**config.mk**
```make
export PLATFORM = sky130hd
export DESIGN_NAME = wcsc_queue
export DESIGN_NICKNAME = d
export VERILOG_FILES = /design/src/wcsc_pkg.sv /design/src/wcsc_queue.sv
export VERILOG_INCLUDE_DIRS = /design/src /design/src/src
export SDC_FILE = /design/constraint.sdc
export NUM_CORES = 1
export LEC_CHECK = 0
export ABC_CLOCK_PERIOD_IN_PS = 5900
export BUFFER_PORTS_ARGS = -buffer_cell sky130_fd_sc_hd__buf_4
export CORE_MARGIN = 10
export CORE_UTILIZATION = 52
export DETAILED_ROUTE_END_ITERATION = 12
export GPL_TIMING_DRIVEN = 0
export PLACE_DENSITY = 0.8
export SYNTH_ARGS = -nofsm -noshare
export SYNTH_HDL_FRONTEND = slang
export SYNTH_SLANG_ARGS = --single-unit
```
**constraint.sdc**
```tcl
create_clock -name clk -period 5.9 [get_ports clk]
set_input_delay 0.885 -clock clk [delete_from_list [all_inputs] [get_ports clk]]
set_output_delay 0.885 -clock clk [all_outputs]
set_load 0.02 [all_outputs]
```
**src/assert_macros.svh**
```systemverilog
// Assertion helpers shared by the clipper RTL.
// Each use expands to one labeled concurrent assertion clocked on clk and
// disabled while rst_n is low.
`ifndef ASSERT_MACROS_SVH
`define ASSERT_MACROS_SVH

// The property must hold at every clock edge outside reset.
`define WCSC_ASSERT(label, prop, msg) \
    label: assert property (@(posedge clk) disable iff (!rst_n) prop) \
        else $error(msg);

// The expression must never be true at a clock edge outside reset.
`define WCSC_NEVER(label, expr, msg) \
    label: assert property (@(posedge clk) disable iff (!rst_n) !(expr)) \
        else $error(msg);

`endif

```
**src/wcsc_pkg.sv**
```systemverilog
//------------------------------------------------------------------------------
// wcsc_pkg: shared types and constants of the wall column span clipper
// Operation codes, span kinds, the job record that travels from the front
// end to the back end, and the back end state encoding.
//------------------------------------------------------------------------------
package wcsc_pkg;

    localparam int SCREEN_COLUMNS = 512;
    localparam int COL_AW = (SCREEN_COLUMNS > 1) ? $clog2(SCREEN_COLUMNS) : 1;

    localparam int QUEUE_DEPTH = 2;
    localparam int QUEUE_AW = (QUEUE_DEPTH > 1) ? $clog2(QUEUE_DEPTH) : 1;

    localparam logic [12:0] VIEW_HEIGHT_RESET = 13'd200;
    localparam logic [11:0] BOTTOM_RESET = 12'd199;
    localparam logic [12:0] VIEW_HEIGHT_MAX = 13'd4096;

    localparam logic [1:0] OP_FRAME_RESET = 2'd0;
    localparam logic [1:0] OP_WALL_LOAD = 2'd1;
    localparam logic [1:0] OP_COLUMN_STEP = 2'd2;

    localparam logic [2:0] KIND_CEILING = 3'd0;
    localparam logic [2:0] KIND_FLOOR = 3'd1;
    localparam logic [2:0] KIND_UPPER = 3'd2;
    localparam logic [2:0] KIND_MIDDLE = 3'd3;
    localparam logic [2:0] KIND_LOWER = 3'd4;

    // Bits of the wall span flags.
    localparam int FLAG_UPPER = 0;
    localparam int FLAG_MIDDLE = 1;
    localparam int FLAG_LOWER = 2;
    localparam int FLAG_CEILING = 3;
    localparam int FLAG_FLOOR = 4;

    localparam int EDGE_TOP = 0;
    localparam int EDGE_UPPER = 1;
    localparam int EDGE_LOWER = 2;
    localparam int EDGE_BOTTOM = 3;

    typedef enum logic
    {
        JOB_COLUMN,
        JOB_CLEAR
    } job_kind_t;

    // One unit of back end work: either a column to clip or a store sweep.
    typedef struct packed
    {
        job_kind_t        kind;
        logic [11:0]      column;
        logic [4:0]       flags;
        logic [11:0]      fill;
        logic [3:0][15:0] rows;
    } job_t;

    localparam int JOB_W = $bits(job_t);

    typedef enum logic [1:0]
    {
        ST_IDLE,
        ST_LOOK,
        ST_EMIT,
        ST_CLEAR
    } back_state_t;

endpackage

```
**src/wcsc_queue.sv**
```systemverilog
//------------------------------------------------------------------------------
// wcsc_queue: short job queue between front and back end
// A small register FIFO of job records; the head is visible combinationally.
//------------------------------------------------------------------------------
`include "assert_macros.svh"

module wcsc_queue (
    input  logic          clk,
    input  logic          rst_n,
    input  logic          push,
    input  wcsc_pkg::job_t push_job,
    input  logic          pop,
    output logic          full,
    output logic          head_valid,
    output wcsc_pkg::job_t head_job
);

    wcsc_pkg::job_t                entry_reg [wcsc_pkg::QUEUE_DEPTH];
    logic [wcsc_pkg::QUEUE_AW-1:0] wr_ptr_reg;
    logic [wcsc_pkg::QUEUE_AW-1:0] wr_ptr_next;
    logic [wcsc_pkg::QUEUE_AW-1:0] rd_ptr_reg;
    logic [wcsc_pkg::QUEUE_AW-1:0] rd_ptr_next;
    logic [wcsc_pkg::QUEUE_AW:0]   count_reg;
    logic [wcsc_pkg::QUEUE_AW:0]   count_next;

    localparam logic [wcsc_pkg::QUEUE_AW:0] COUNT_FULL =
        (wcsc_pkg::QUEUE_AW + 1)'(wcsc_pkg::QUEUE_DEPTH);
    localparam logic [wcsc_pkg::QUEUE_AW-1:0] PTR_LAST =
        wcsc_pkg::QUEUE_AW'(wcsc_pkg::QUEUE_DEPTH - 1);

    assign full = (count_reg == COUNT_FULL);
    assign head_valid = (count_reg != '0);
    assign head_job = entry_reg[rd_ptr_reg];

    always_comb
    begin
        wr_ptr_next = wr_ptr_reg;
        rd_ptr_next = rd_ptr_reg;
        count_next = count_reg;
        if (push)
        begin
            wr_ptr_next = (wr_ptr_reg == PTR_LAST) ? '0 : wr_ptr_reg + 1'b1;
        end
        if (pop)
        begin
            rd_ptr_next = (rd_ptr_reg == PTR_LAST) ? '0 : rd_ptr_reg + 1'b1;
        end
        if (push && !pop)
        begin
            count_next = count_reg + 1'b1;
        end
        else if (pop && !push)
        begin
            count_next = count_reg - 1'b1;
        end
    end

    always_ff @(posedge clk or negedge rst_n)
    begin
        if (!rst_n)
        begin
            wr_ptr_reg <= '0;
            rd_ptr_reg <= '0;
            count_reg <= '0;
        end
        else
        begin
            wr_ptr_reg <= wr_ptr_next;
            rd_ptr_reg <= rd_ptr_next;
            count_reg <= count_next;
        end
    end

    always_ff @(posedge clk)
    begin
        if (push)
        begin
            entry_reg[wr_ptr_reg] <= push_job;
        end
    end

    `WCSC_NEVER(a_queue_overflow, push && full, "job pushed into a full queue")
    `WCSC_NEVER(a_queue_underflow, pop && !head_valid, "job popped from an empty queue")

endmodule

```
==> results of run 1 <==
-- report_power, final --
part,switching [mW],internal [mW],total (mW)
Sequential,0.0685,1.81,1.88
Combinational,0.925,0.863,1.79
Clock,0.452,0.704,1.16
Total,1.45,3.38,4.82
-- area by class of cell --
type                            count  area share, %
Sequential cell                   192           60.1
Buffer                             11           1.07
Clock inverter                     12           1.74
Multi-Input combinational cell    105           14.0
Inverter                            1         0.0393
Tap cell                          176           2.30
Clock buffer                       20           4.57
Timing Repair Buffer              197           16.1
-- metal layers --
layer / vias up / part of all wire, % / GRT usage, %
met1: 1748 / 39 / 17.7
met5: - / 0 / 0
met2: 154 / 49 / 24.8
met3: 13 / 11 / 7.06
met4: 0 / 0.89 / 5.09
li1: 1657 / - / -
-- logic make-up after synthesis --
| group | share of synthesized area [%] |
|---|---|
| buffers and inverters | 1.48 |
| multiplexers | 17.3 |
| flip-flops | 80.0 |
| XOR/XNOR | 0.610 |
| adder cells (fa/ha/maj) | 0.174 |
| AND/OR/NAND/NOR | 0.401 |
-- cell usage after synthesis --
library cell,instances
mux2_4,50
mux2_2,44
dfrtp_1,4
buf_6,6
xnor2_1,1
nor2b_1,2
or2_2,1
inv_1,1
and2_1,1
ha_1,1
xor2_1,4
buf_8,1
edfxtp_1,188
nor2_1,1
buf_2,4
-- path summary, 6_finish.rpt --
kind	end	cells after the start
setup / recovery	head_job[29]	5
hold / removal	count_reg[1]$_DFFE_PN0P_	1
setup reg to reg	entry_reg[1][93]$_DFFE_PP_	2
hold reg to reg	count_reg[1]$_DFFE_PN0P_	1
max in group asynchronous	count_reg[0]$_DFFE_PN0P_	1
min in group clk	count_reg[1]$_DFFE_PN0P_	1
==> out/qor.csv, run 1 <==
metric,value,unit
clk slew on worst S/H paths,0.06,ns
Clock Latency Late Sink,0.42,ns
maximum vdd ir drop,0.274,mV
critical-path cell list,buf_6 -> buf_8 -> buf_6 -> mux2_4 -> buf_4,
"non-filler cells, final",714,
flop2flop setup slack,4.24,ns
maximum number of pins on one net before global-route repair,62,
Finished Core Util,71.3,%
"most common cell after layout, fill and taps aside",buf_4,
"CP delay by family, top",buffers and inverters,
share of layout cells above drive strength 1,61.7,%
Setup Crit Path Kind,flip-flop to primary output,
# DRC,0,
clock skew,0.00644,ns
antenna violations before repair,0,
setup_tns,0,ns
"top cells by area, synth","edfxtp_1 (79%), mux2_4 (10%), mux2_2 (6.9%)",
number of flip-flops in the largest register,188,
row count,42,
post-synthesis average cell area,23.2,sq um
status,"finished, final reports clean",
dpl cells,682,
Final #Nets,624,
core area,0.0134,sq mm
PortBufs,193,
synthesis-to-layout area growth,33.1,%
Yosys reg bits,192,
Final Hold Fails,0,
grt total ovfl,0,
Ys Warns,0,
post-synthesis cell type count,15,
Root Driver,clkbuf_16,
DRT antenna net count,0,
Initial Util,53.6,%
required time worst endpoint,5.02,ns
Post-CTS Setup Inserts,0,
number of max-cap violations,0,
Sink Count,192,
crit start category,flip-flop,
CP Buf/Inv Count,4,
Initial DRC Count,255,
"wirelength, routed",14600,um
vias post-DR,3572,
first-pass GRT wire length,21500,um
PD cells,504,mW/mm^2
post-synth top area share,78.6,%
Synth area leader,edfxtp_1,
hold_ws,0.246,ns
Slew headroom,61.0,%
Syn Inst Count,309,
Final min period,2.61,ns
Crit path top cell by count,buf_6,
Critical R2R Launch,wr_ptr_reg$_DFFE_PN0P_,
overall power,4.82,mW
Worst path slowest cell,dfrtp_1,
CTS H-tree lvls,4,
sequential element share of the synthesized area,80.0,%
Post-DP Area,0.00896,sq mm
die width,138,um
area of the multi-input gates,0.00134,sq mm
Mapped Area,0.00718,sq mm
Worst Slack Setup Final,3.29,ns
Ant. Diodes,0,
transition time of the tightest slew-check pin,0.583,ns
Crit path arrival time,1.72,ns
boundary pin count,194,
dpl ws,3.67,ns
worst hold path class,primary input to async pin,
post-CTS sizing,0,
Wirelength per Cell,20.4,um
"commonest non-fill, non-tap cells in the layout","buf_4 (193), edfxtp_1 (188), mux2_4 (50), mux2_2 (44), clkbuf_16 (17)",
max-slew violations,0,
Clock Tree Buf Depth,2,
# setup viols final,0,
Die H,138,um
Routability Congestion,0.724,
Detail Placement HPWL,10600,um
Setup crit end kind,primary output,
Mapped Nets,408,
fmax,384,MHz
# hold bufs at CTS,0,
Filler cells,850,
DR pass1 iterations,4,
DIE AREA,0.0189,sq mm
Final Cycle Share,44.2,%
RSZ-0062 raised after global routing,no,
register area,0.00575,sq mm
Final Cell Area,0.00956,sq mm
TritonCTS buffer count,17,
"slowest stage delay, CP",0.34,ns
crit path from,rd_ptr_reg$_DFFE_PN0P_,
vias in the first global route,3899,
Tot GR Track Use,15.3,%
vias per inst,5.00,
CTS tree,done,
Leakage,3.76,nW
CP Max Fanout,10,
Note: power is estimated with default switching activity, not from simulation.
==> run 2, diff against run 1 <==
--- a/config.mk
+++ b/config.mk
@@ -6,7 +6,8 @@
 export SDC_FILE = /design/constraint.sdc
 export NUM_CORES = 1
 export LEC_CHECK = 0
-export ABC_CLOCK_PERIOD_IN_PS = 5900
+export ABC_AREA = 1
+export ABC_CLOCK_PERIOD_IN_PS = 2400
 export BUFFER_PORTS_ARGS = -buffer_cell sky130_fd_sc_hd__buf_4
 export CORE_MARGIN = 10
 export CORE_UTILIZATION = 52
==> constraint.sdc (replaced) <==
create_clock -name clk -period 2.4 [get_ports clk]
set_input_delay 0.36 -clock clk [delete_from_list [all_inputs] [get_ports clk]]
set_output_delay 0.36 -clock clk [all_outputs]
set_load 0.02 [all_outputs]
==> run 2 against run 1 <==
Against the previous run:
- global-route usage about the same
- power grew 140%
- cell area up 0.29%
- sequential power grew 150%
- area after synthesis rose by 0.24%
- hold slack worse by 0.13 ns
- final cell count grew 1.4%
- critical path depth is the same
- first-iteration DRC count decreased by 32%
- sequential share of layout area shrank 0.17 points
- register-to-register slack worse by 3.6 ns
- largest cell class unchanged
- largest power group unchanged
==> out/qor.csv, run 2 <==
metric,value,unit,change
fmax,477,MHz,
clock skew,0.00706,ns,+0.000618 ns
routed length on met3,1540,um,-7.7%
critical-path cell list,buf_6 -> buf_8 -> buf_6 -> mux2_4 -> buf_4,,
Wirelength per Cell,20.3,um,-0.48%
DIE AREA,0.0190,sq mm,+0.21%
met1 wire length,5420,um,-3.6%
commonest cells in the netlist,"edfxtp_1 (188), mux2_4 (50), mux2_2 (44)",,
Worst Slack Setup Final,0.305,ns,-2.99 ns
RSZ-0062 raised after global routing,no,,
post-synthesis average cell area,22.6,sq um,-2.6%
vias post-DR,3624,,+1.5%
Final Cycle Share,87.3,%,
crit start category,flip-flop,,
Sink Count,192,,unchanged
grt total ovfl,0,,unchanged
"slowest stage delay, CP",0.34,ns,about the same
# DRC,0,,unchanged
Die H,138,um,+0.11%
Final Cell Area,0.00959,sq mm,+0.29%
"EDFF count, synth",188,,unchanged
PortBufs,193,,unchanged
Synth area leader,edfxtp_1,,
dpl ws,0.500,ns,-3.17 ns
Async SR Flop Fraction,2.08,%,unchanged
maximum vdd ir drop,0.718,mV,+160%
Setup Crit Path Kind,flip-flop to primary output,,
Clock Latency Late Sink,0.43,ns,about the same
Ant. Diodes,0,,unchanged
overall power,11.8,mW,+140%
maximum number of pins on one net before global-route repair,40,,-35%
Top Metal Used,met4,,
Final #Nets,635,,+1.8%
Crit path top cell by count,buf_6,,
Setup crit end kind,primary output,,
post-synth top area share,78.4,%,-0.19 points
Initial Util,53.7,%,+0.13 points
Leakage,3.79,nW,+0.73%
"CP delay by family, top",buffers and inverters,,
Worst path slowest cell,dfrtp_1,,
transition time of the tightest slew-check pin,0.674,ns,+0.0907 ns
max-slew violations,0,,unchanged
TritonCTS buffer count,17,,unchanged
clk slew on worst S/H paths,0.07,ns,about the same
Mapped Area,0.00720,sq mm,+0.24%
Syn Inst Count,318,,+2.9%
PD cells,1230,mW/mm^2,+140%
vias in the first global route,3999,,+2.6%
Mapped Nets,417,,+2.2%
Initial DRC Count,174,,-32%
met2 wire len,7500,um,+5.0%
CTS H-tree lvls,4,,unchanged
"commonest non-fill, non-tap cells in the layout","buf_4 (193), edfxtp_1 (188), mux2_4 (50), mux2_2 (44), clkbuf_16 (17)",,
# setup viols final,0,,unchanged
row count,42,,unchanged
Filler cells,860,,+1.2%
number of max-cap violations,0,,unchanged
worst hold path class,primary input to flip-flop,,
sequential element share of the synthesized area,79.8,%,-0.19 points
Final Hold Fails,0,,unchanged
status,"finished, final reports clean",,
"wirelength, routed",14700,um,+0.91%
"top cells by area, synth","edfxtp_1 (78%), mux2_4 (10%), mux2_2 (6.9%)",,
first-pass GRT wire length,21500,um,+0.23%
vias per inst,5.01,,about the same
boundary pin count,194,,unchanged
Post-synth top flop,edfxtp_1,,
post-CTS sizing,0,,unchanged
DRT antenna net count,0,,unchanged
Clock Tree Buf Depth,2,,unchanged
Root Driver,clkbuf_16,,
Post-CTS Setup Inserts,0,,unchanged
hold_ws,0.114,ns,-0.131 ns
Detail Placement HPWL,10700,um,+1.1%
Routability Congestion,0.760,,+5.0%
top-count cell post-synth,edfxtp_1,,
CTS tree,done,,
CP Buf/Inv Count,4,,unchanged
Slew headroom,55.0,%,-6.1 points
Yosys reg bits,192,,unchanged
Final min period,2.10,ns,
die width,138,um,+0.11%
synthesis-to-layout area growth,33.2,%,about the same
number of flip-flops in the largest register,188,,unchanged
Post-DP Area,0.00899,sq mm,+0.35%
CP Max Fanout,10,,unchanged
Crit path arrival time,1.74,ns,+0.02 ns
Ys Warns,0,,unchanged
post-synthesis cell type count,15,,unchanged
Tot GR Track Use,15.3,%,about the same
antenna violations before repair,0,,unchanged
"most common cell after layout, fill and taps aside",buf_4,,
share of layout cells above drive strength 1,61.1,%,-0.58 points
DR pass1 iterations,4,,unchanged
required time worst endpoint,2.04,ns,-2.98 ns
core area,0.0134,sq mm,unchanged
[run 2: worst reg2reg max path: stages, from the launching register on]
cell	delay [ns]
dfrtp_1	0.43
nor2_4	0.57
buf_12	0.28
buf_16	0.20
[run 2: area by class of cell]
class / count / area [sq um] / share of cell area [%]
Clock buffer: 17 / 425 / 4.44
Inverter: 7 / 30.0 / 0.313
Tap cell: 176 / 220 / 2.30
Clock inverter: 14 / 164 / 1.71
Multi-Input combinational cell: 108 / 1330 / 13.9
Sequential cell: 192 / 5750 / 59.9
Timing Repair Buffer: 199 / 1570 / 16.3
Buffer: 11 / 103 / 1.07
[run 2: final timing paths]
kind	startpoint	end	slack, ns	cells after the start
min	push_job[20]	entry_reg[1][20]$_DFFE_PP_	0.11	1
max in group asynchronous	rst_n	wr_ptr_reg$_DFFE_PN0P_	2.00	2
max reg2reg	wr_ptr_reg$_DFFE_PN0P_	entry_reg[0][15]$_DFFE_PP_	0.61	3
max	rd_ptr_reg$_DFFE_PN0P_	head_job[35]	0.30	5
min reg2reg	count_reg[1]$_DFFE_PN0P_	count_reg[1]$_DFFE_PN0P_	0.50	2
min in group asynchronous	rst_n	count_reg[0]$_DFFE_PN0P_	0.30	2
[run 2: power breakdown]
part	total [mW]	internal [mW]	leakage, nW	switching [mW]
Sequential	4.61	4.44	1.81	0.166
Clock	2.78	1.63	0.287	1.15
Combinational	4.42	2.12	1.69	2.29
Total	11.8	8.20	3.79	3.61
[run 2: routing by layer]
metal | vias up | track usage (%)
met5 | - | 0
met4 | 0 | 6.32
met3 | 20 | 6.70
met2 | 142 | 25.9
met1 | 1783 | 16.5
li1 | 1679 | -
[run 2: cell families after synthesis]
| family | synth area share, % |
|---|---|
| AND/OR/NAND/NOR | 0.573 |
| flip-flops | 79.8 |
| buffers and inverters | 1.79 |
| XOR/XNOR | 0.365 |
| multiplexers | 17.3 |
| adder cells (fa/ha/maj) | 0.174 |
[run 2: metrics by stage]
stage | utilization (%) | TNS [ns] | instances
2_1_floorplan | - | 0 | 318
3_3_place_gp | 66.3 | -126.94 | 687
3_5_place_dp | 67.1 | 0 | 692
4_1_cts | 71.6 | 0 | 724
5_1_grt | 71.6 | 0 | 724
6_report | 71.6 | 0 | 724
[run 2: timing repair]
item,CTS,global route
endpoints found under the hold margin,4,0
hold buffers,1,0
setup endpoints to repair,0,0
==> run 3, diff against run 2 <==
--- a/config.mk
+++ b/config.mk
@@ -13,6 +13,7 @@
 export CORE_UTILIZATION = 52
 export DETAILED_ROUTE_END_ITERATION = 12
 export GPL_TIMING_DRIVEN = 0
+export MAX_ROUTING_LAYER = met4
 export PLACE_DENSITY = 0.8
 export SYNTH_ARGS = -nofsm -noshare
 export SYNTH_HDL_FRONTEND = slang
==> run 3 against run 2 <==
Against the previous run:
- setup slack gained 0.0031 ns
- utilization unchanged
- via count fell by 0.28%
- critical path type unchanged
- critical endpoint unchanged
- largest cell class unchanged
==> out/qor.csv, run 3 (synthesis gave the netlist of run 2 again) <==
metric,value,unit,change
status,"finished, final reports clean",,
vias per inst,4.99,,-0.28%
"commonest non-fill, non-tap cells in the layout","buf_4 (193), edfxtp_1 (188), mux2_4 (50), mux2_2 (44), clkbuf_16 (17)",,
crit start category,flip-flop,,
DRT antenna net count,0,,unchanged
Die H,138,um,unchanged
required time worst endpoint,2.04,ns,about the same
TritonCTS buffer count,17,,unchanged
DIE AREA,0.0190,sq mm,unchanged
die width,138,um,unchanged
Final min period,2.09,ns,-0.00307 ns
Min-Delay Endpoint,entry_reg[1][20]$_DFFE_PP_,,
core area,0.0134,sq mm,unchanged
number of flip-flops in the largest register,188,,unchanged
clk slew on worst S/H paths,0.07,ns,about the same
maximum vdd ir drop,0.717,mV,about the same
"wirelength, routed",14700,um,+0.21%
Setup crit end kind,primary output,,
Final Hold Fails,0,,unchanged
first-pass GRT wire length,21500,um,-0.23%
PD cells,1230,mW/mm^2,about the same
"non-filler cells, final",724,,unchanged
hold path cells,1,,unchanged
share of layout cells above drive strength 1,61.1,%,unchanged
DR pass1 iterations,4,,unchanged
Leakage,3.79,nW,unchanged
PortBufs,193,,unchanged
synthesis-to-layout area growth,33.2,%,unchanged
dpl cells,692,,unchanged
flop2flop setup slack,0.60,ns,about the same
Wirelength per Cell,20.3,um,+0.21%
Setup Crit Path Kind,flip-flop to primary output,,
Filler cells,860,,unchanged
vias post-DR,3614,,-0.28%
Worst path slowest cell,dfrtp_1,,
maximum number of pins on one net before global-route repair,40,,unchanged
Post-DP Area,0.00899,sq mm,unchanged
CP Max Fanout,10,,unchanged
Sink Count,192,,unchanged
number of max-cap violations,0,,unchanged
Final Cycle Share,87.2,%,-0.13 points
grt total ovfl,0,,unchanged
Detail Placement HPWL,10700,um,unchanged
Post-CTS Setup Inserts,0,,unchanged
antenna violations before repair,0,,unchanged
Root Driver,clkbuf_16,,
clock skew,0.00712,ns,+0.0000569 ns
worst hold path class,primary input to flip-flop,,
Final Cell Area,0.00959,sq mm,unchanged
Critical R2R Launch,wr_ptr_reg$_DFFE_PN0P_,,
reg2reg end,entry_reg[0][15]$_DFFE_PP_,,
Crit path top cell by count,buf_6,,
Clock Latency Late Sink,0.43,ns,about the same
fmax,478,MHz,+0.15%
max-slew violations,0,,unchanged
# setup viols final,0,,unchanged
CTS tree,done,,
Tot GR Track Use,15.8,%,+0.45 points
critical-path cell list,buf_6 -> buf_8 -> buf_6 -> mux2_4 -> buf_4,,
Crit path arrival time,1.73,ns,about the same
vias in the first global route,4021,,+0.55%
"slowest stage delay, CP",0.34,ns,about the same
row count,42,,unchanged
Initial DRC Count,182,,+4.6%
Slew headroom,54.5,%,-0.41 points
RSZ-0062 raised after global routing,no,,
# hold bufs at CTS,1,,unchanged
# DRC,0,,unchanged
"most common cell after layout, fill and taps aside",buf_4,,
depth of the most critical reg-to-reg path,3,,unchanged
post-CTS sizing,0,,unchanged
boundary pin count,194,,unchanged
Initial Util,53.7,%,unchanged
Hold Startpoint,push_job[20],,
Routability Congestion,0.770,,+1.3%
Clock Tree Buf Depth,2,,unchanged
Ant. Diodes,0,,unchanged
CTS H-tree lvls,4,,unchanged
Final #Nets,635,,unchanged
transition time of the tightest slew-check pin,0.680,ns,+0.00619 ns
run 3: cell counts in the layout (fill, tap and decap cells not counted):
Identical to the previous run, type by type.
run 3: report_power, final:
part,leakage [nW],internal [mW],switching [mW]
clock,0.287,1.63,1.16
sequential,1.81,4.44,0.165
combinational,1.69,2.12,2.29
total,3.79,8.20,3.61
run 3: final cells by class:
cell class                 instances  area (sq um)  area share [%]
buffer                            11           103            1.07
clock buffer                      17           425            4.44
clock inverter                    14           164            1.71
inverter                           7          30.0           0.313
multi-input combinational        108          1330            13.9
sequential                       192          5750            59.9
tap                              176           220            2.30
timing repair buffer             199          1570            16.3
run 3: critical path, delay by kind of cell, from the launching register on:
kind / cells / cell delay (ns)
buffers and inverters: 4 / 0.62
flip-flops: 1 / 0.34
multiplexers: 1 / 0.34
run 3: worst max-delay path by stage:
stage,slack (ns),end,cells after the start,start
floorplan,0.12,entry_reg[1][0]$_DFFE_PP_,2,wr_ptr_reg$_DFFE_PN0P_
global placement,-0.73,entry_reg[1][21]$_DFFE_PP_,3,push
detailed placement,0.50,entry_reg[0][15]$_DFFE_PP_,5,push
CTS,0.26,head_job[35],5,rd_ptr_reg$_DFFE_PN0P_
global route,0.22,head_job[35],5,rd_ptr_reg$_DFFE_PN0P_
finish,0.31,head_job[35],5,rd_ptr_reg$_DFFE_PN0P_
run 3: stage by stage:
stage	setup WS [ns]	power, mW	setup TNS (ns)	hold slack [ns]	utilization, %
after floorplan	0.117	7.43	0	0.0644	-
after global placement	-0.731	9.00	-126.94	0.157	66.3
after CTS	0.260	12.0	0	0.0978	71.6
after global routing	0.223	12.3	0	0.0928	71.6
after detailed placement	0.500	9.17	0	0.160	67.1
final	0.308	11.8	0	0.112	71.6
run 3: metal layers:
metal	share of wire [%]	global-route usage (%)
met5	0	-
met4	1.8	6.32
met3	9.2	5.61
met2	51	25.9
met1	38	17.2
