**src/assert_macros.svh**
```systemverilog
// Assertion helpers shared by the clipper RTL.
// Each use expands to one labeled concurrent assertion clocked on clk and
// disabled while rst_n is low.
`ifndef ASSERT_MACROS_SVH
`define ASSERT_MACROS_SVH

// The property must hold at every clock edge outside reset.
`define WCSC_ASSERT(label, prop, msg) \
    label: assert property (@(posedge clk) disable iff (!rst_n) prop) \
        else $error(msg);

// The expression must never be true at a clock edge outside reset.
`define WCSC_NEVER(label, expr, msg) \
    label: assert property (@(posedge clk) disable iff (!rst_n) !(expr)) \
        else $error(msg);

`endif

```
**src/wcsc_pkg.sv**
```systemverilog
//------------------------------------------------------------------------------
// wcsc_pkg: shared types and constants of the wall column span clipper
// Operation codes, span kinds, the job record that travels from the front
// end to the back end, and the back end state encoding.
//------------------------------------------------------------------------------
package wcsc_pkg;

    localparam int SCREEN_COLUMNS = 512;
    localparam int COL_AW = (SCREEN_COLUMNS > 1) ? $clog2(SCREEN_COLUMNS) : 1;

    localparam int QUEUE_DEPTH = 2;
    localparam int QUEUE_AW = (QUEUE_DEPTH > 1) ? $clog2(QUEUE_DEPTH) : 1;

    localparam logic [12:0] VIEW_HEIGHT_RESET = 13'd200;
    localparam logic [11:0] BOTTOM_RESET = 12'd199;
    localparam logic [12:0] VIEW_HEIGHT_MAX = 13'd4096;

    localparam logic [1:0] OP_FRAME_RESET = 2'd0;
    localparam logic [1:0] OP_WALL_LOAD = 2'd1;
    localparam logic [1:0] OP_COLUMN_STEP = 2'd2;

    localparam logic [2:0] KIND_CEILING = 3'd0;
    localparam logic [2:0] KIND_FLOOR = 3'd1;
    localparam logic [2:0] KIND_UPPER = 3'd2;
    localparam logic [2:0] KIND_MIDDLE = 3'd3;
    localparam logic [2:0] KIND_LOWER = 3'd4;

    // Bits of the wall span flags.
    localparam int FLAG_UPPER = 0;
    localparam int FLAG_MIDDLE = 1;
    localparam int FLAG_LOWER = 2;
    localparam int FLAG_CEILING = 3;
    localparam int FLAG_FLOOR = 4;

    localparam int EDGE_TOP = 0;
    localparam int EDGE_UPPER = 1;
    localparam int EDGE_LOWER = 2;
    localparam int EDGE_BOTTOM = 3;

    typedef enum logic
    {
        JOB_COLUMN,
        JOB_CLEAR
    } job_kind_t;

    // One unit of back end work: either a column to clip or a store sweep.
    typedef struct packed
    {
        job_kind_t        kind;
        logic [11:0]      column;
        logic [4:0]       flags;
        logic [11:0]      fill;
        logic [3:0][15:0] rows;
    } job_t;

    localparam int JOB_W = $bits(job_t);

    typedef enum logic [1:0]
    {
        ST_IDLE,
        ST_LOOK,
        ST_EMIT,
        ST_CLEAR
    } back_state_t;

endpackage

```
**src/wcsc_front.sv**
```systemverilog
//------------------------------------------------------------------------------
// wcsc_front: item decode and wall walker
// Accepts input items, keeps the loaded wall (column range, edges, steps and
// flags), advances the edges per column step and queues back end jobs.
//------------------------------------------------------------------------------
module wcsc_front (
    input  logic                clk,
    input  logic                rst_n,
    input  logic                in_valid,
    output logic                in_stall,
    input  logic [1:0]          operation,
    input  logic [11:0]         x_first,
    input  logic [11:0]         x_last,
    input  logic signed [31:0]  top_edge,
    input  logic signed [31:0]  upper_edge,
    input  logic signed [31:0]  lower_edge,
    input  logic signed [31:0]  bottom_edge,
    input  logic signed [31:0]  top_step,
    input  logic signed [31:0]  upper_step,
    input  logic signed [31:0]  lower_step,
    input  logic signed [31:0]  bottom_step,
    input  logic [4:0]          span_flags,
    input  logic [12:0]         view_height,
    input  logic                init_busy,
    input  logic                queue_full,
    output logic                push,
    output wcsc_pkg::job_t      push_job
);

    logic [11:0]      cur_col_reg;
    logic [11:0]      cur_col_next;
    logic [11:0]      end_col_reg;
    logic [11:0]      end_col_next;
    logic [3:0][31:0] edge_reg;
    logic [3:0][31:0] edge_next;
    logic [3:0][31:0] step_reg;
    logic [3:0][31:0] step_next;
    logic [4:0]       flags_reg;
    logic [4:0]       flags_next;
    logic             pending_reg;
    logic             pending_next;

    logic             accept;
    logic [3:0][31:0] rounded;
    logic [3:0][15:0] row_trunc;
    logic [3:0][32:0] sum;
    logic [3:0][31:0] edge_adv;
    logic [11:0]      fill_row;
    logic             in_store;

    assign in_stall = queue_full || init_busy;
    assign accept = in_valid && !in_stall;
    assign in_store = ({1'b0, cur_col_reg} < 13'(wcsc_pkg::SCREEN_COLUMNS));

    // New bottom clip row for a frame reset: the clamped height minus one.
    always_comb
    begin
        if (view_height == 13'd0)
        begin
            fill_row = 12'd0;
        end
        else if (view_height > wcsc_pkg::VIEW_HEIGHT_MAX)
        begin
            fill_row = 12'hFFF;
        end
        else
        begin
            fill_row = 12'(view_height - 13'd1);
        end
    end

    always_comb
    begin
        for (int i = 0; i < 4; i++)
        begin
            // Adding 0xFFFF to a negative value before the arithmetic shift
            // turns the floor into a truncation toward zero.
            rounded[i] = edge_reg[i] + {16'd0, {16{edge_reg[i][31]}}};
            row_trunc[i] = rounded[i][31:16];
            sum[i] = {edge_reg[i][31], edge_reg[i]} + {step_reg[i][31], step_reg[i]};
            if (sum[i][32] != sum[i][31])
            begin
                edge_adv[i] = sum[i][32] ? 32'h8000_0000 : 32'h7FFF_FFFF;
            end
            else
            begin
                edge_adv[i] = sum[i][31:0];
            end
        end
    end

    always_comb
    begin
        cur_col_next = cur_col_reg;
        end_col_next = end_col_reg;
        edge_next = edge_reg;
        step_next = step_reg;
        flags_next = flags_reg;
        pending_next = pending_reg;
        push = 1'b0;
        push_job.kind = wcsc_pkg::JOB_COLUMN;
        push_job.column = cur_col_reg;
        push_job.flags = flags_reg;
        push_job.fill = fill_row;
        push_job.rows = row_trunc;
        if (accept)
        begin
            case (operation)
                wcsc_pkg::OP_FRAME_RESET:
                begin
                    push = 1'b1;
                    push_job.kind = wcsc_pkg::JOB_CLEAR;
                end
                wcsc_pkg::OP_WALL_LOAD:
                begin
                    cur_col_next = x_first;
                    end_col_next = x_last;
                    edge_next[wcsc_pkg::EDGE_TOP] = top_edge;
                    edge_next[wcsc_pkg::EDGE_UPPER] = upper_edge;
                    edge_next[wcsc_pkg::EDGE_LOWER] = lower_edge;
                    edge_next[wcsc_pkg::EDGE_BOTTOM] = bottom_edge;
                    step_next[wcsc_pkg::EDGE_TOP] = top_step;
                    step_next[wcsc_pkg::EDGE_UPPER] = upper_step;
                    step_next[wcsc_pkg::EDGE_LOWER] = lower_step;
                    step_next[wcsc_pkg::EDGE_BOTTOM] = bottom_step;
                    flags_next = span_flags;
                    pending_next = (x_first <= x_last);
                end
                wcsc_pkg::OP_COLUMN_STEP:
                begin
                    if (pending_reg)
                    begin
                        // Columns past the store are closed: no job, but the
                        // edges still advance.
                        push = in_store;
                        edge_next = edge_adv;
                        if (cur_col_reg >= end_col_reg)
                        begin
                            pending_next = 1'b0;
                        end
                        else
                        begin
                            cur_col_next = cur_col_reg + 12'd1;
                        end
                    end
                end
                default:
                begin
                end
            endcase
        end
    end

    always_ff @(posedge clk or negedge rst_n)
    begin
        if (!rst_n)
        begin
            cur_col_reg <= '0;
            end_col_reg <= '0;
            edge_reg <= '0;
            step_reg <= '0;
            flags_reg <= '0;
            pending_reg <= 1'b0;
        end
        else
        begin
            cur_col_reg <= cur_col_next;
            end_col_reg <= end_col_next;
            edge_reg <= edge_next;
            step_reg <= step_next;
            flags_reg <= flags_next;
            pending_reg <= pending_next;
        end
    end

endmodule

```
**config.mk**
```make
export PLATFORM = sky130hd
export DESIGN_NAME = wcsc_front
export DESIGN_NICKNAME = d
export VERILOG_FILES = /design/src/assert_macros.svh /design/src/wcsc_pkg.sv /design/src/wcsc_front.sv
export SDC_FILE = /design/constraint.sdc
export NUM_CORES = 1
export LEC_CHECK = 0
export ABC_AREA = 1
export ABC_CLOCK_PERIOD_IN_PS = 4000
export BUFFER_PORTS_ARGS = -buffer_cell sky130_fd_sc_hd__buf_2
export CORE_MARGIN = 5
export CORE_UTILIZATION = 43
export CTS_CLUSTER_SIZE = 8
export DETAILED_ROUTE_END_ITERATION = 6
export GPL_ROUTABILITY_DRIVEN = 0
export GPL_TIMING_DRIVEN = 0
export PLACE_DENSITY_LB_ADDON = 0.05
export SLEW_MARGIN = 20
export SYNTH_ARGS = -nofsm -noshare
export SYNTH_HDL_FRONTEND = slang
export SYNTH_SLANG_ARGS = --single-unit
```
**constraint.sdc**
```tcl
create_clock -name clk -period 4 [get_ports clk]
set_input_delay 0.2 -clock clk [delete_from_list [all_inputs] [get_ports clk]]
set_output_delay 0.2 -clock clk [all_outputs]
set_load 0.01 [all_outputs]
```
==> results of run 1 <==
cell usage in the layout, fill, tap and decap left out, types with 47 or more instances in the layout:
master / synthesis / final
ha_1: 224 / 222
dlygate4sd3_1: 0 / 250
nor3_1: 57 / 57
inv_1: 331 / 330
o21ai_0: 208 / 208
dfrtp_1: 286 / 284
nand3_1: 247 / 247
nor2_1: 565 / 565
buf_2: 15 / 416
xor2_1: 47 / 47
a21oi_1: 274 / 274
clkbuf_1: 86 / 81
nand2_1: 1567 / 1567
area by class of cell:
class                           count  area (µm²)  area share, %
Inverter                          336        1270           3.85
Clock inverter                      3        15.0         0.0456
Clock buffer                       52        1170           3.56
Tap cell                          782         978           2.97
Timing Repair Buffer              658        4650           14.1
Multi-Input combinational cell   3458       17200           52.1
Antenna cell                       15        37.5          0.114
Sequential cell                   286        7160           21.7
Buffer                            109         478           1.45
power by group:
part,switching [mW],internal [mW]
sequential,1.20,3.76
combinational,8.27,4.74
clock,1.36,2.02
total,10.8,10.5
worst max-delay path by stage:
stage / from / endpoint / slack (ns) / cells after the start
after floorplan: edge_reg[32]$_DFFE_PN0P_ / edge_reg[57]$_DFFE_PN0P_ / 0.79 / 21
after global placement: rst_n / step_reg[47]$_DFFE_PN0P_ / -2.99 / 1
after detailed placement: step_reg[32]$_DFFE_PN0P_ / edge_reg[56]$_DFFE_PN0P_ / -0.27 / 21
after CTS: step_reg[32]$_DFFE_PN0P_ / edge_reg[56]$_DFFE_PN0P_ / 0.04 / 20
after global routing: step_reg[32]$_DFFE_PN0P_ / edge_reg[46]$_DFFE_PN0P_ / 0.009 / 20
final: step_reg[32]$_DFFE_PN0P_ / edge_reg[45]$_DFFE_PN0P_ / 0.25 / 20
what timing repair did:
action / CTS / global route
hold buffers: 250 / 0
endpoints found under the setup margin: 34 / 69
setup buffers: 4 / 0
resized for setup: 4 / 17
endpoints found under the hold margin: 304 / 0
tightest hold or removal path: stages:
cell     delay (ns)
buf_2          0.08
nor2_1         0.03
nor2_1         0.12
nand2_1        0.07
nand2_1        0.05
routing by layer:
| metal | part of all wire, % | up-vias |
|---|---|---|
| met1 | 45 | 13482 |
| met4 | 3.2 | 6 |
| met2 | 45 | 897 |
| met3 | 6.4 | 186 |
| met5 | 0.029 | - |
| li1 | - | 15003 |
kinds of logic (layout without fill, tap and decap cells):
logic type      Yosys count  in the layout  share of synthesized area, %
flops                   286            286                          27.5
simple gates           2583           2583                          40.4
buf+inv                 447           1158                          6.66
compound gates          576            576                          12.0
mux                       8              8                         0.307
fa+ha+maj               228            228                          11.1
other cells               0             15                             0
xor+xnor                 63             63                          2.12
==> impl_metrics.json, run 1 <==
{
  "synth_edf_count": 0,
  "ant_nets": 0,
  "arrival_ns": 4.19,
  "finClkSkew_ns": 0.0136,
  "dp_cells": 5377,
  "maxCapViolCount": 0,
  "rr_worst_depth": 20,
  "yosysWarnings": 0,
  "seq_area_frac_synth_pct": 27.5,
  "hold_violations": 0,
  "path_common_cell": "nand2_1",
  "r2r_end": "edge_reg[45]$_DFFE_PN0P_",
  "dieArea_um2": 65600,
  "fin_util_pct": 54.8,
  "setup_tns_ns": 0,
  "die_x_um": 256,
  "yosys-top-cells-area": "dfrtp_1 (27%), nand2_1 (23%), ha_1 (11%)",
  "crit_buf_inv": 3,
  "h-tree-depth": 2,
  "slowest_stage": "ha_2",
  "synthDistinctLibCells": 48,
  "holdCritStartpoint": "top_edge[16]",
  "drc": 0,
  "peakVddDrop_mv": 0.371,
  "overflow": 0,
  "hold_slack_ns": 0.0234,
  "drv_slew": 0,
  "grt_usage_pct": 29.7,
  "port_buffers": 400,
  "finalPower_mw": 21.3,
  "via_count": 29574,
  "yosysMostFrequentCell": "nand2_1",
  "hpwlAfterDp_mm": 79.6,
  "use_met3_pct": 4.83,
  "worstMarginPinSlew_ns": 0.963,
  "core_area_um2": 60100,
  "cts_tree": "yes",
  "synth-seq-cells": 286,
  "slew_headroom_pct": 35.8,
  "outcome": "finished, final reports clean",
  "grt_pass1_vias": 28397,
  "grt.busiest_layer": "met2",
  "fmax_mhz": 267,
  "period_share_pct": 93.6,
  "clk_latency_ns": 0.57,
  "cts_num_sinks": 286,
  "synth_commonest_cells": "nand2_1 (1567), nor2_1 (565), inv_1 (331)",
  "post-route-min-period_ns": 3.75,
  "use_met1_pct": 40.6,
  "syn_inst": 4191,
  "drt_first_iter_violations": 2238,
  "required_ns": 4.45,
  "slowest_delay_ns": 0.47,
  "cp-start-kind": "flop",
  "clk_pin_slew_ns": 0.05,
  "hold_class": "input port to flop",
  "die-height_um": 256,
  "r2r_start": "step_reg[32]$_DFFE_PN0P_",
  "initial_utilization_pct": 43.3,
  "p_leak_nw": 17.4,
  "layout.cells.non_filler": 5699,
  "ctsLongestPathBuffers": 3,
  "cts_buffers": 43,
  "drive_gt1_share_pct": 11.0,
  "final_area_um2": 32900,
  "ys_async_sr_fraction_pct": 100,
  "setup_ws_ns": 0.254,
  "wirelength_mm": 101,
  "grt_start_max_net_pins": 85,
  "met2_usage_pct": 48.4,
  "fin_nets": 5425,
  "path_class": "flop to flop",
  "holdPathStages": 5,
  "synthesis.nets": 4724,
  "end_kind": "flop",
  "antenna_found_initial": 15,
  "synth.largest_area_cell": "dfrtp_1",
  "cp_max_fo": 10,
  "rows": 90,
  "nFillCells": 6273,
  "synth_top_flop_cell": "dfrtp_1",
  "syn_area_per_cell_um2": 6.21,
  "drtPass1Iterations": 6,
  "path_cells": "ha_1, inv_1, fa_1, inv_1, nand2_1, o21ai_2, nand2_1, nand2_1, nand2_1, nand2_1, nand2_1, nand3_1, nand2_1, ha_2, buf_2, a21oi_1, o21ai_0, nand3_1, nand2_1, nand2_1",
  "syn_area_um2": 26000,
  "critPathTopFamily": "simple AND/OR/NAND/NOR gates",
  "routedWlPerCell_um": 17.7,
  "dp_slack_ns": -0.269,
  "ff2ff_setup_slack_ns": 0.25,
  "rsz0062_at_grt": "no",
  "io_pins": 401,
  "via_per_inst": 5.19,
  "root_buffer": "clkbuf_16",
  "setup_viol": 0,
  "dpl_cell_area_um2": 29100,
  "power_per_cell_area_nw_per_um2": 648,
  "min_to": "edge_reg[16]$_DFFE_PN0P_",
  "grt_pass1_wl_mm": 157,
  "yosysTopAreaCellShare_pct": 27.5,
  "area_growth_pct": 26.5
}
(Power assumes the default switching activity.)
==> inputs of run 2 (changes only) <==
--- a/config.mk
+++ b/config.mk
@@ -7,11 +7,11 @@
 export LEC_CHECK = 0
 export ABC_AREA = 1
 export ABC_CLOCK_PERIOD_IN_PS = 4000
-export BUFFER_PORTS_ARGS = -buffer_cell sky130_fd_sc_hd__buf_2
 export CORE_MARGIN = 5
 export CORE_UTILIZATION = 43
 export CTS_CLUSTER_SIZE = 8
 export DETAILED_ROUTE_END_ITERATION = 6
+export DONT_BUFFER_PORTS = 1
 export GPL_ROUTABILITY_DRIVEN = 0
 export GPL_TIMING_DRIVEN = 0
 export PLACE_DENSITY_LB_ADDON = 0.05
==> run 2 against run 1 <==
Effect of this change: the run now ends with hold timing left; global-route usage grew 0.12 points; first-iteration DRC count is 0.27% higher; routed wire length increased by 0.88%; register-to-register slack improved by 0.04 ns; power down 2.2%; maximum frequency up 0.12%; critical path depth is 11 lower; clock skew is 0.012 ns higher; utilization decreased by 2.9 points; sequential power rose by 2%; non-clock buffer count shrank 370; hold slack lost 0.69 ns; critical endpoint is now push_job[4]; highest routed layer unchanged.
==> impl_metrics.json, run 2 (same netlist as run 1, synthesis figures left out) <==
{
  "setup_viol": 0,
  "period_share_pct": 93.5,
  "clk_latency_ns": 0.58,
  "required_ns": 3.80,
  "hold_slack_ns": -0.662,
  "io_pins": 401,
  "post-route-min-period_ns": 3.74,
  "path_class": "flop to output pin",
  "rsz0062_at_grt": "no",
  "maxCapViolCount": 0,
  "root_buffer": "clkbuf_16",
  "routedWlPerCell_um": 19.1,
  "die-height_um": 256,
  "fmax_mhz": 267,
  "cp-start-kind": "flop",
  "cts_buffers": 43,
  "drt_first_iter_violations": 2244,
  "port_buffers": 0,
  "setup_ws_ns": 0.259,
  "core_area_um2": 60100,
  "grt.busiest_layer": "met2",
  "initial_utilization_pct": 43.3,
  "rows": 90,
  "arrival_ns": 3.54,
  "grt_usage_pct": 29.8,
  "dp_slack_ns": -0.351,
  "grt_start_max_net_pins": 287,
  "multi_input_area_um2": 17200,
  "drive_gt1_share_pct": 2.91,
  "dpl_cell_area_um2": 27100,
  "slew_headroom_pct": 28.5,
  "violations": "hold timing",
  "ff_latch_area_um2": 7160,
  "ctsLongestPathBuffers": 3,
  "h-tree-depth": 2,
  "use_met1_pct": 40.6,
  "ff2ff_setup_slack_ns": 0.29,
  "p_leak_nw": 15.9,
  "drtPass1Iterations": 7,
  "ant_nets": 0,
  "wirelength_mm": 102,
  "hold_violations": 286,
  "cts_tree": "yes",
  "met2_usage_pct": 48.8,
  "finClkSkew_ns": 0.0258,
  "final_common_cell": "nand2_1",
  "hold_buffers": 285,
  "cp_max_fo": 20,
  "drc": 0,
  "antenna_found_initial": 15,
  "power_per_cell_area_nw_per_um2": 670,
  "cts_num_sinks": 286,
  "die_x_um": 256,
  "via_count": 28349,
  "area_growth_pct": 19.8,
  "use_met3_pct": 5.71,
  "final_cell_mix": "nand2_1 (1567), nor2_1 (565), inv_1 (330)",
  "grt_pass1_wl_mm": 156,
  "drv_slew": 0,
  "worstMarginPinSlew_ns": 1.07,
  "grt_pass1_vias": 27212,
  "fin_nets": 5055,
  "hpwlAfterDp_mm": 78.8,
  "final_area_um2": 31200,
  "overflow": 0,
  "via_per_inst": 5.32,
  "nFillCells": 6275,
  "dieArea_um2": 65600,
  "peakVddDrop_mv": 0.368,
  "end_kind": "output pin",
  "outcome": "complete, but fails checks",
  "clk_pin_slew_ns": 0.05,
  "hold_class": "input port to async pin"
}
-- run 2: changes by cell type in the layout (fill, tap and decap cells not counted), sizes merged --
| cell | previous run | this run |
|---|---|---|
| buf | 433 | 28 |
| clkbuf | 136 | 137 |
| clkinv | 4 | 3 |
| diode | 15 | 12 |
| dlygate4sd3 | 250 | 285 |
-- run 2: critical path: stages, from the launching register on --
cell,delay (ns)
dfrtp_1,0.89
ha_1,0.39
a21oi_1,0.29
o21ai_0,0.18
a21oi_1,0.15
o21ai_0,0.20
nand2_1,0.11
nand2_1,0.21
and2_1,0.26
xor2_1,0.27
-- run 2: area by class of cell --
| cell class | count | share of cell area, % |
|---|---|---|
| Inverter | 336 | 4.06 |
| Sequential cell | 286 | 23.0 |
| Buffer | 108 | 1.52 |
| Clock inverter | 2 | 0.0321 |
| Antenna cell | 12 | 0.0963 |
| Clock buffer | 53 | 3.84 |
| Multi-Input combinational cell | 3458 | 55.1 |
| Tap cell | 782 | 3.14 |
| Timing Repair Buffer | 289 | 9.31 |
-- run 2: path summary, 6_finish.rpt --
| check | cells past startpoint | to | startpoint |
|---|---|---|---|
| worst max-delay path | 9 | push_job[4] | edge_reg[31]$_DFFE_PN0P_ |
| worst min-delay path | 0 | edge_reg[113]$_DFFE_PN0P_ | rst_n |
| worst max register to register | 20 | edge_reg[24]$_DFFE_PN0P_ | edge_reg[0]$_DFFE_PN0P_ |
| worst min register to register | 2 | step_reg[89]$_DFFE_PN0P_ | step_reg[89]$_DFFE_PN0P_ |
| max in group asynchronous | 0 | step_reg[48]$_DFFE_PN0P_ | rst_n |
| min in group clk | 4 | edge_reg[20]$_DFFE_PN0P_ | top_edge[20] |
-- run 2: routing by layer --
metal  vias to the layer above  routed length (µm)
li1                      14253                   -
met1                     13068               46100
met2                       858               45900
met3                       162                7000
met4                         8                2820
met5                         -                  53
-- run 2: stage by stage --
| step | instances | total power, mW | utilization, % | hold slack, ns | setup TNS (ns) |
|---|---|---|---|---|---|
| 3_3_place_gp | 4973 | 16.8 | 44.9 | -0.0818 | -4.77 |
| 3_5_place_dp | 4974 | 16.8 | 45.0 | -0.0814 | -5.16 |
| 4_1_cts | 5311 | 20.6 | 51.7 | -0.682 | 0 |
| 6_report | 5326 | 20.9 | 51.9 | -0.662 | 0 |
| 2_1_floorplan | 4191 | 13.5 | - | -0.0956 | 0 |
| 5_1_grt | 5322 | 22.7 | 51.8 | -0.685 | 0 |
-- run 2: power breakdown --
part / leakage (nW) / internal [mW] / switching (mW)
combinational: 11.7 / 4.38 / 8.03
clock: 0.596 / 2.05 / 1.37
sequential: 3.60 / 3.75 / 1.30
-- run 2: what timing repair did --
item | in CTS | in global routing
endpoints found under the hold margin | 570 | 286
setup buffers | 0 | 3
gates resized for setup | 2 | 14
setup endpoints to repair | 31 | 56
==> inputs of run 3 (changes only) <==
--- a/config.mk
+++ b/config.mk
@@ -7,6 +7,7 @@
 export LEC_CHECK = 0
 export ABC_AREA = 1
 export ABC_CLOCK_PERIOD_IN_PS = 4000
+export CORE_ASPECT_RATIO = 0.6
 export CORE_MARGIN = 5
 export CORE_UTILIZATION = 43
 export CTS_CLUSTER_SIZE = 8
==> run 3 against run 2 <==
Effect of this change: the flow still finishes with violations (hold timing); maximum frequency decreased by 0.38%; register-to-register slack got worse by 0.05 ns; cell count decreased by 0.28%; utilization increased by 0.29 points; die area increased by 0.25%; critical path depth increased by 11; setup slack got worse by 0.014 ns; sequential cell count unchanged; global-route usage increased by 0.59 points; hold slack got worse by 0.011 ns; via count increased by 1.2%; largest cell class unchanged.
==> impl_metrics.json, run 3 (same netlist as run 1, synthesis figures left out) <==
{
  "setup_viol": 0,
  "ctsLongestPathBuffers": 3,
  "violations": "hold timing",
  "outcome": "complete, but fails checks",
  "die_x_um": 328,
  "slowest_stage": "dfrtp_1",
  "rows": 69,
  "worstMarginPinSlew_ns": 1.15,
  "finalPower_mw": 21.2,
  "die-height_um": 201,
  "rsz0062_at_grt": "no",
  "dpl_cell_area_um2": 27000,
  "layout.cells.non_filler": 5311,
  "area_growth_pct": 19.3,
  "critPathTopFamily": "simple AND/OR/NAND/NOR gates",
  "hold_violations": 286,
  "final_area_um2": 31100,
  "drc": 0,
  "via_per_inst": 5.40,
  "dieArea_um2": 65700,
  "final_cell_mix": "nand2_1 (1565), nor2_1 (565), inv_1 (330)",
  "ant_nets": 0,
  "core_area_um2": 59600,
  "final_common_cell": "nand2_1",
  "slew_headroom_pct": 23.2,
  "initial_utilization_pct": 43.7,
  "grt_usage_pct": 30.4,
  "port_buffers": 0,
  "path_common_cell": "nand2_1",
  "cp_max_fo": 10,
  "root_buffer": "clkbuf_16",
  "p_leak_nw": 15.8,
  "cp-start-kind": "flop",
  "path_class": "flop to flop",
  "grt_pass1_vias": 26199,
  "clk_pin_slew_ns": 0.05,
  "drtPass1Iterations": 6,
  "peakVddDrop_mv": 0.366,
  "period_share_pct": 93.9,
  "grt_pass1_wl_mm": 156,
  "hold_slack_ns": -0.673,
  "via_count": 28696,
  "fin_util_pct": 52.2,
  "path_cells": "ha_2, inv_1, fa_1, inv_1, nand2_1, o21ai_2, nand2_1, nand2_1, nand2_1, nand2_2, nand2_1, nand3_1, nand2_1, ha_4, clkbuf_4, a21oi_1, o21ai_0, nand3_1, nand2_1, nand2_1",
  "io_pins": 401,
  "finClkSkew_ns": 0.0132,
  "dp_slack_ns": -0.492,
  "cts_num_sinks": 286,
  "overflow": 0,
  "drv_slew": 0,
  "setup_tns_ns": 0,
  "routedWlPerCell_um": 19.5,
  "post-route-min-period_ns": 3.76,
  "clk_latency_ns": 0.58,
  "power_per_cell_area_nw_per_um2": 681,
  "arrival_ns": 4.21,
  "drive_gt1_share_pct": 2.94,
  "setup_ws_ns": 0.244,
  "cts_tree": "yes",
  "maxCapViolCount": 0,
  "crit_buf_inv": 3,
  "drt_first_iter_violations": 3019,
  "slowest_delay_ns": 0.47,
  "required_ns": 4.46,
  "end_kind": "flop",
  "hpwlAfterDp_mm": 82.3,
  "fin_nets": 5052,
  "antenna_found_initial": 13,
  "hold_buffers": 284,
  "dp_cells": 4972,
  "fmax_mhz": 266,
  "grt_start_max_net_pins": 287,
  "h-tree-depth": 2,
  "wirelength_mm": 104,
  "hold_class": "input port to async pin",
  "cts_buffers": 41
}
run 3: routing by layer:
layer | vias to the layer above | track usage, % | wire length (µm)
met5 | - | 0 | 55
met4 | 8 | 4.53 | 1300
met3 | 84 | 7.43 | 11600
met2 | 1187 | 40.3 | 38500
met1 | 13172 | 49.6 | 52200
li1 | 14245 | - | -
run 3: what timing repair did:
item	CTS	global route
setup buffers	0	3
endpoints found under the setup margin	55	71
endpoints found under the hold margin	569	286
gates resized for setup	7	21
run 3: area by class of cell:
cell class / count / area, µm²
Fill cell: 6222 / 28500
Tap cell: 781 / 977
Antenna cell: 9 / 22.5
Clock buffer: 44 / 1090
Inverter: 336 / 1270
Clock inverter: 1 / 8.76
Multi-Input combinational cell: 3458 / 17200
Sequential cell: 286 / 7160
Buffer: 109 / 480
Timing Repair Buffer: 287 / 2870
run 3: worst reg2reg max path: cells and delay by family (launching register included):
kind	cells	cell delay, ns
simple gates	11	1.26
fa+ha+maj	3	1.06
flops	1	0.47
buf+inv	3	0.46
compound gates	3	0.40
run 3: power by group:
group | total, mW | leakage (nW) | internal (mW) | switching, mW
logic | 12.8 | 11.7 | 4.45 | 8.31
registers | 5.17 | 3.59 | 3.75 | 1.42
clock network | 3.24 | 0.542 | 1.89 | 1.35
run 3: final timing paths:
path                            cells past startpoint                        end                startpoint  slack [ns]
min in group clk                                    2   edge_reg[64]$_DFFE_PN0P_             lower_edge[0]        0.05
max in group asynchronous                           0  step_reg[104]$_DFFE_PN0P_                     rst_n        3.80
worst max register to register                     20   edge_reg[46]$_DFFE_PN0P_  step_reg[32]$_DFFE_PN0P_        0.24
worst min-delay path                                0   step_reg[79]$_DFFE_PN0P_                     rst_n       -0.67
worst max-delay path                               20   edge_reg[46]$_DFFE_PN0P_  step_reg[32]$_DFFE_PN0P_        0.24
worst min register to register                      2   step_reg[29]$_DFFE_PN0P_  step_reg[29]$_DFFE_PN0P_        0.48
